--- config.mk ---
export PLATFORM = sky130hd
export DESIGN_NAME = mmaf_front_flat
export DESIGN_NICKNAME = d
export VERILOG_FILES = /design/src/rtl/core/mmaf_pkg.sv /design/src/rtl/core/mmaf_if.sv /design/src/rtl/core/mmaf_front.sv /design/src/flat_wrapper.sv
export SDC_FILE = /design/constraint.sdc
export NUM_CORES = 1
export LEC_CHECK = 0
export BUFFER_PORTS_ARGS = -buffer_cell sky130_fd_sc_hd__buf_4
export CORE_ASPECT_RATIO = 1.75
export CORE_UTILIZATION = 39
export CTS_BUF_LIST = sky130_fd_sc_hd__clkbuf_4
export CTS_CLUSTER_DIAMETER = 100
export DETAILED_ROUTE_END_ITERATION = 10
export PLACE_DENSITY_LB_ADDON = 0.15
export SLEW_MARGIN = 20
export SYNTH_ARGS = -nofsm -noshare
export SYNTH_HDL_FRONTEND = slang
export SYNTH_SLANG_ARGS = --single-unit
--- constraint.sdc ---
create_clock -name clk -period 5.8 [get_ports clk]
set_input_delay 0.58 -clock clk [delete_from_list [all_inputs] [get_ports clk]]
set_output_delay 0.58 -clock clk [all_outputs]
set_load 0.01 [all_outputs]
--- src/rtl/core/mmaf_pkg.sv ---
// ----------------------------------------------------------------------------
// mmaf_pkg
// Shared types, codes and helpers for the fp32 matrix multiply-accumulate.
// ----------------------------------------------------------------------------
package mmaf_pkg;

  // signed exponent width inside the fma datapath
  localparam int EW = 12;

  localparam int QDEPTH = 4;
  localparam int QPW    = 2;

  localparam logic [2:0] CMD_WR_A = 3'd0;
  localparam logic [2:0] CMD_WR_B = 3'd1;
  localparam logic [2:0] CMD_WR_C = 3'd2;
  localparam logic [2:0] CMD_RUN  = 3'd3;
  localparam logic [2:0] CMD_RD_C = 3'd4;

  localparam logic RES_DONE = 1'b0;
  localparam logic RES_READ = 1'b1;

  localparam logic [1:0] REG_ROWS  = 2'd0;
  localparam logic [1:0] REG_INNER = 2'd1;
  localparam logic [1:0] REG_COLS  = 2'd2;

  localparam logic [31:0] QNAN_DEFAULT = 32'h7FC0_0000;
  localparam logic [31:0] QUIET_BIT    = 32'h0040_0000;

  typedef enum logic [2:0] {
    OP_WR_A,
    OP_WR_B,
    OP_WR_C,
    OP_RUN,
    OP_RD_C,
    OP_NOP
  } op_t;

  typedef struct packed {
    op_t         op;
    logic [7:0]  idx;
    logic [31:0] value;
  } job_t;

  typedef struct packed {
    logic [4:0] rows_m;
    logic [4:0] inner_k;
    logic [4:0] cols_n;
  } dims_t;

  typedef enum logic [2:0] {
    BK_IDLE,
    BK_RDOUT,
    BK_FETCH,
    BK_ISSUE,
    BK_WAIT,
    BK_FINISH
  } bk_state_t;

  // position of the highest set bit, 0 when none
  function automatic logic [5:0] top_bit64(input logic [63:0] x);
    logic [5:0] pos;
    pos = '0;
    for (int i = 0; i < 64; i++) begin
      if (x[i]) pos = 6'(i);
    end
    return pos;
  endfunction

endpackage

--- src/rtl/core/mmaf_if.sv ---
// ----------------------------------------------------------------------------
// mmaf_if
// Valid/ready channels for command words and result words.
// ----------------------------------------------------------------------------
interface mmaf_in_if;
  logic        valid;
  logic        ready;
  logic [2:0]  command;
  logic [7:0]  element_index;
  logic [31:0] element_value;

  modport source(output valid, command, element_index, element_value, input ready);
  modport sink(input valid, command, element_index, element_value, output ready);
endinterface


--- src/rtl/core/mmaf_front.sv ---
// ----------------------------------------------------------------------------
// mmaf_front
// Decodes command words and queues them for the back end.
// ----------------------------------------------------------------------------
module mmaf_front (
  input  logic              clk,
  input  logic              rst_n,
  mmaf_in_if.sink           in_ch,
  output logic              q_valid,
  output mmaf_pkg::job_t    q_job,
  input  logic              q_pop
);

  mmaf_pkg::job_t          q_r [mmaf_pkg::QDEPTH];
  logic [mmaf_pkg::QPW:0]  cnt_r;
  logic [mmaf_pkg::QPW-1:0] wp_r;
  logic [mmaf_pkg::QPW-1:0] rp_r;
  mmaf_pkg::op_t           op;
  logic                    push;

  always_comb begin
    case (in_ch.command)
      mmaf_pkg::CMD_WR_A: op = mmaf_pkg::OP_WR_A;
      mmaf_pkg::CMD_WR_B: op = mmaf_pkg::OP_WR_B;
      mmaf_pkg::CMD_WR_C: op = mmaf_pkg::OP_WR_C;
      mmaf_pkg::CMD_RUN:  op = mmaf_pkg::OP_RUN;
      mmaf_pkg::CMD_RD_C: op = mmaf_pkg::OP_RD_C;
      default:            op = mmaf_pkg::OP_NOP;
    endcase
  end

  assign in_ch.ready = (cnt_r != (mmaf_pkg::QPW+1)'(mmaf_pkg::QDEPTH));
  // unknown commands are taken and dropped here
  assign push    = in_ch.valid && in_ch.ready && (op != mmaf_pkg::OP_NOP);
  assign q_valid = (cnt_r != '0);
  assign q_job   = q_r[rp_r];

  always_ff @(posedge clk) begin
    if (!rst_n) begin
      cnt_r <= '0;
      wp_r  <= '0;
      rp_r  <= '0;
    end else begin
      if (push)  wp_r <= wp_r + 1'b1;
      if (q_pop) rp_r <= rp_r + 1'b1;
      cnt_r <= cnt_r + (mmaf_pkg::QPW+1)'(push) - (mmaf_pkg::QPW+1)'(q_pop);
    end
  end

  always_ff @(posedge clk) begin
    if (push) begin
      q_r[wp_r] <= '{op: op, idx: in_ch.element_index, value: in_ch.element_value};
    end
  end

endmodule

--- src/flat_wrapper.sv ---
// flat-port wrapper written by rule: the top's interface ports become plain ports
module mmaf_front_flat 
  (clk, rst_n, q_valid, q_job, q_pop, in_ch_valid, in_ch_command, in_ch_element_index, in_ch_element_value, in_ch_ready);
  mmaf_in_if in_ch_i ();
  input  logic clk;
  input  logic rst_n;
  output logic q_valid;
  output mmaf_pkg::job_t q_job;
  input  logic q_pop;
  input wire logic [$bits(in_ch_i.valid)-1:0] in_ch_valid;
  input wire logic [$bits(in_ch_i.command)-1:0] in_ch_command;
  input wire logic [$bits(in_ch_i.element_index)-1:0] in_ch_element_index;
  input wire logic [$bits(in_ch_i.element_value)-1:0] in_ch_element_value;
  output wire logic [$bits(in_ch_i.ready)-1:0] in_ch_ready;
  assign in_ch_i.valid = in_ch_valid;
  assign in_ch_i.command = in_ch_command;
  assign in_ch_i.element_index = in_ch_element_index;
  assign in_ch_i.element_value = in_ch_element_value;
  assign in_ch_ready = in_ch_i.ready;
  mmaf_front u_core (.clk(clk), .rst_n(rst_n), .in_ch(in_ch_i), .q_valid(q_valid), .q_job(q_job), .q_pop(q_pop));
endmodule
# After elaboration in Yosys (flattened, before gate mapping)
# Memory sizes are Yosys's and may differ from the RTL's. A register that Yosys moved wholly into a read port is not among the register bits.
# Index checks and enable logic that the tools add are counted.
# word_totals
inputBits	47
mem_count	1
regBits	7
ramBits	172
# op_classes
n_addsub	4
n_reduce_logical	4
n_eq_ne	6
n_mux	5
# mem_list
memory	words	word_bits	rd	rd_clocked_by_memory_dff	write_ports	line_no	rtl
u_core.q_r	4	43	1	1	1	mmaf_front.sv:14	mmaf_pkg::job_t q_r [mmaf_pkg::QDEPTH];
# op_table
op	count
$pmux W3 S5	1
$eq A3 B2 Y1 const B	2
$ne A3 B3 Y1 const B	2
$add A2 B1 Y2 const B	2
$mux W2	2
$add A3 B1 Y3	1
$eq A3 B1 Y1 const B	1
$eq A3 B3 Y1 const B	1
$logic_not A3 Y1	1
$reduce_bool A3 Y1	1
$sub A3 B1 Y3	1
$logic_and A1 B1 Y1	2
$mux W1	2

# Logic depth before layout (Yosys ltp)
# logic_depth
ltp_word	6
depth_mapped	9
ltp_nobuf	9

# Worst setup path before layout
# No wires, ideal clock.
# synth_path
path_type	input to register
start	in in_ch_command[1]
end	reg u_core.cnt_r[2] (netlist bit)
setup_time_ps	115
t_arrival_ps	1912
required_time_ps	5685
slack_ps	3773
path_buffers	1
cell_stages	9
path_cell_list	o21ai_0 -> and3_1 -> buf_6 -> ha_1 -> inv_1 -> fa_1 -> xnor2_1 -> xnor2_1 -> and2_1
# synth_between
elab_chain_len	6
elab_cells_between_ends	10
cone_classes	add/sub (2); eq/ne (5); mux (1); reduce/logical (2)
# synth_lines
element	line_no	rtl
from (decl)	flat_wrapper.sv:11	input wire logic [$bits(in_ch_i.command)-1:0] in_ch_command;
$eq A3 B3 Y1 (tied with other cells)	mmaf_front.sv:22	case (in_ch.command)
$pmux W3 S5 *	mmaf_front.sv:22	
$ne A3 B3 Y1 *	mmaf_front.sv:34	assign push = in_ch.valid && in_ch.ready && (op != mmaf_pkg::OP_NOP);
$logic_and A1 B1 Y1 *	mmaf_front.sv:34	
net u_core.push	mmaf_front.sv:19	logic push;
$add A3 B1 Y3 *	mmaf_front.sv:46	cnt_r <= cnt_r + (mmaf_pkg::QPW+1)'(push) - (mmaf_pkg::QPW+1)'(q_pop);
$sub A3 B1 Y3 *	mmaf_front.sv:46	
to (signal assigned)	mmaf_front.sv:46	
to (decl)	mmaf_front.sv:15	logic [mmaf_pkg::QPW:0] cnt_r;
# Mark *: on every way through the listed nets, which the timed path passes. The rest lies on a longest branch.
# A chain may end at the register's enable or synchronous reset.

==> run_results.csv <==
group,metric,value,unit
worst_setup_path,slowest_delay,970,ps
outcome,status,"finished, final reports clean",
timing,skew,17.7,ps
floorplan,rows,63,
clocking,clock_latency,530,ps
clocking,clk_pin_slew,160,ps
placement,place_area,7620,sq um
cells_and_area,mostFrequentLayoutCells,"edfxtp_1, buf_4, mux4_2",
global_routing,grt_usage,0.141,
power,powerDensity,324,nW/um^2
floorplan,start_util,0.396,
placement,dpl.hpwl,6740,um
timing,fin_crit,2910,ps
detailed_routing,drtIter0Drc,104,
clocking,hold_buffers,0,
timing,fmax,344,MHz
timing,setup_viol,0,
worst_setup_path,path_class,"reg2out",
global_routing,grt_pass1_vias,3255,
synthesis,syn-num-nets,330,
cells_and_area,final_common_cell,"edfxtp_1",
clocking,numClockSinks,181,
detailed_routing,vias_per_cell,4.79,
synthesis,ys_types,24,
synthesis,ys_warn_count,0,
cells_and_area,synthToLayoutAreaGrowth,17.9,%
synthesis,netlist_area,6690,sq um
global_routing,antenna_found_initial,1,
timing,finalCritPeriodShare,0.502,
timing,grt_setup_unrepaired,"no",
clocking,numCtsBuffers,17,
clocking,cts_setup_buffers,0,
worst_setup_path,cp_max_fo,43,
synthesis,seq_area_frac_synth,0.800,
clocking,root_buffer,"clkbuf_4",
worst_setup_path,critPathSlowestCell,"dfxtp_4",
timing,maxSlewHeadroom,0.402,
cells_and_area,final_area,7890,sq um
timing,final_hold_viol_count,0,
floorplan,die_y,175,um
synthesis,synthFlopType,"edfxtp_1",
cells_and_area,fin_util,0.467,
cells_and_area,fillCellCount,1480,
floorplan,die-area,17700,sq um
detailed_routing,wl,11400,um
detailed_routing,wire_per_inst,18.5,um
timing,slew_viol_final,0,
worst_setup_path,endpoint_kind,"output pin",
worst_setup_path,crit_arrival,2330,ps
power,p_leak,2.63,nW
synthesis,postSynthCellCount,276,
synthesis,syn_area_per_cell,24.2,sq um
global_routing,grt_pass1_wl,17600,um
global_routing,grt_max_degree,44,
worst_setup_path,worstPathCellList,"mux4_2 > buf_4",
worst_hold_path,hold_class,"in2reg",
worst_setup_path,path_buf_inv,1,
flow_run,drv_cap,0,
synthesis,async_flop_share,0,
placement,portBuffers,91,
floorplan,core-area,16900,sq um
clocking,ctsHtreeMaxLevel,4,
detailed_routing,first_pass_iters,4,
timing,finalSetupTns,0,ps
detailed_routing,vias,2963,
synthesis,ys_ff_latch,181,
global_routing,gr-total-overflow,0,
worst_setup_path,crit_family,"flip-flops",
worst_setup_path,start_kind,"register",
power,irDropWorstVdd,0.000181,V
placement,gp_congestion,0.692,
detailed_routing,route.detailed.drc,0,
timing,hold_slack,237,ps
clocking,cts_tree,"yes",
cells_and_area,drive_above_1_share,0.453,
clocking,cts_resized,0,
floorplan,ios,92,
cells_and_area,nNetsFinal,432,
synthesis,synth_edf_count,172,
worst_setup_path,required,5220,ps
timing,worst_pin_slew,897,ps
clocking,cts.path.max_buffers,2,
floorplan,fp.dieW,101,um
detailed_routing,drtAntennaViolNets,0,
area by class of cell:
class                   count  area (sq um)  area share
clock inverters            15           135      0.0171
flip-flops and latches    181          5350       0.679
multi-input cells          77          1250       0.158
diodes                      1          2.50    0.000317
clock buffers              17           128      0.0162
inverters                   5          18.8     0.00238
well taps                 227           284      0.0360
repair buffers             96           721      0.0914
kinds of logic after synthesis:
logic type      Yosys count  synth area share
mux                      45             0.148
buf+inv                  18            0.0140
simple gates             19            0.0172
fa+ha+maj                 7            0.0142
flops                   181             0.800
xor+xnor                  4           0.00524
compound gates            2           0.00187
per-layer routing:
metal,track usage,vias to the layer above,wire [um]
li1,-,1347,-
met5,0,-,0
met2,0.245,64,6300
met4,0.0604,0,198
met3,0.0340,12,368
met1,0.163,1540,4560
worst reg2reg max path: stages (launching register included):
cell and delay, ps:
dfxtp_1 440, or3b_1 170, and3_1 300, and2_2 480
buf_4 470
registers in the layout, indices dropped and copies added (netlist names), named ones only:
register / flops
u_core.rp_r: 2
u_core.wp_r: 2
u_core.q_r: 172
u_core.cnt_r: 3
stage by stage:
step,setup WS [ps],power [W],std cells
after global placement,3240,0.00195,586
after global routing,2670,0.00268,619
final,2890,0.00256,619
after CTS,2740,0.00260,618
after detailed placement,3270,0.00195,586
after floorplan,3770,0.00177,276
report_power, final:
part           leakage (nW)  internal (W)  switching, W
Clock                 0.149      0.000192      0.000455
Combinational         0.841      0.000194      0.000164
Sequential             1.64       0.00151     0.0000391
cells in the mapped netlist (2+ instances only):
master	instances	area, sq um
buf_2	5	25.0
nand2_1	5	18.8
and2_1	5	31.3
and2_2	4	30.0
buf_1	2	7.51
buf_4	3	22.5
nor2b_1	2	12.5
mux2i_1	2	20.0
dfxtp_1	9	180
edfxtp_1	172	5160
ha_1	6	75.1
xnor2_1	3	26.3
mux4_2	43	968
inv_1	5	18.8
worst paths after layout:
kind / to / slack (ps) / start / cells past startpoint
min: u_core.q_r[3][28] / 240 / in_ch_element_value[28] / 1
max: q_job[39] / 2890 / register / 2
min reg2reg: u_core.wp_r[1] / 510 / u_core.wp_r[1] / 2
max reg2reg: u_core.q_r[2][32] / 3620 / u_core.cnt_r[1] / 4
(Power assumes the default switching activity.)
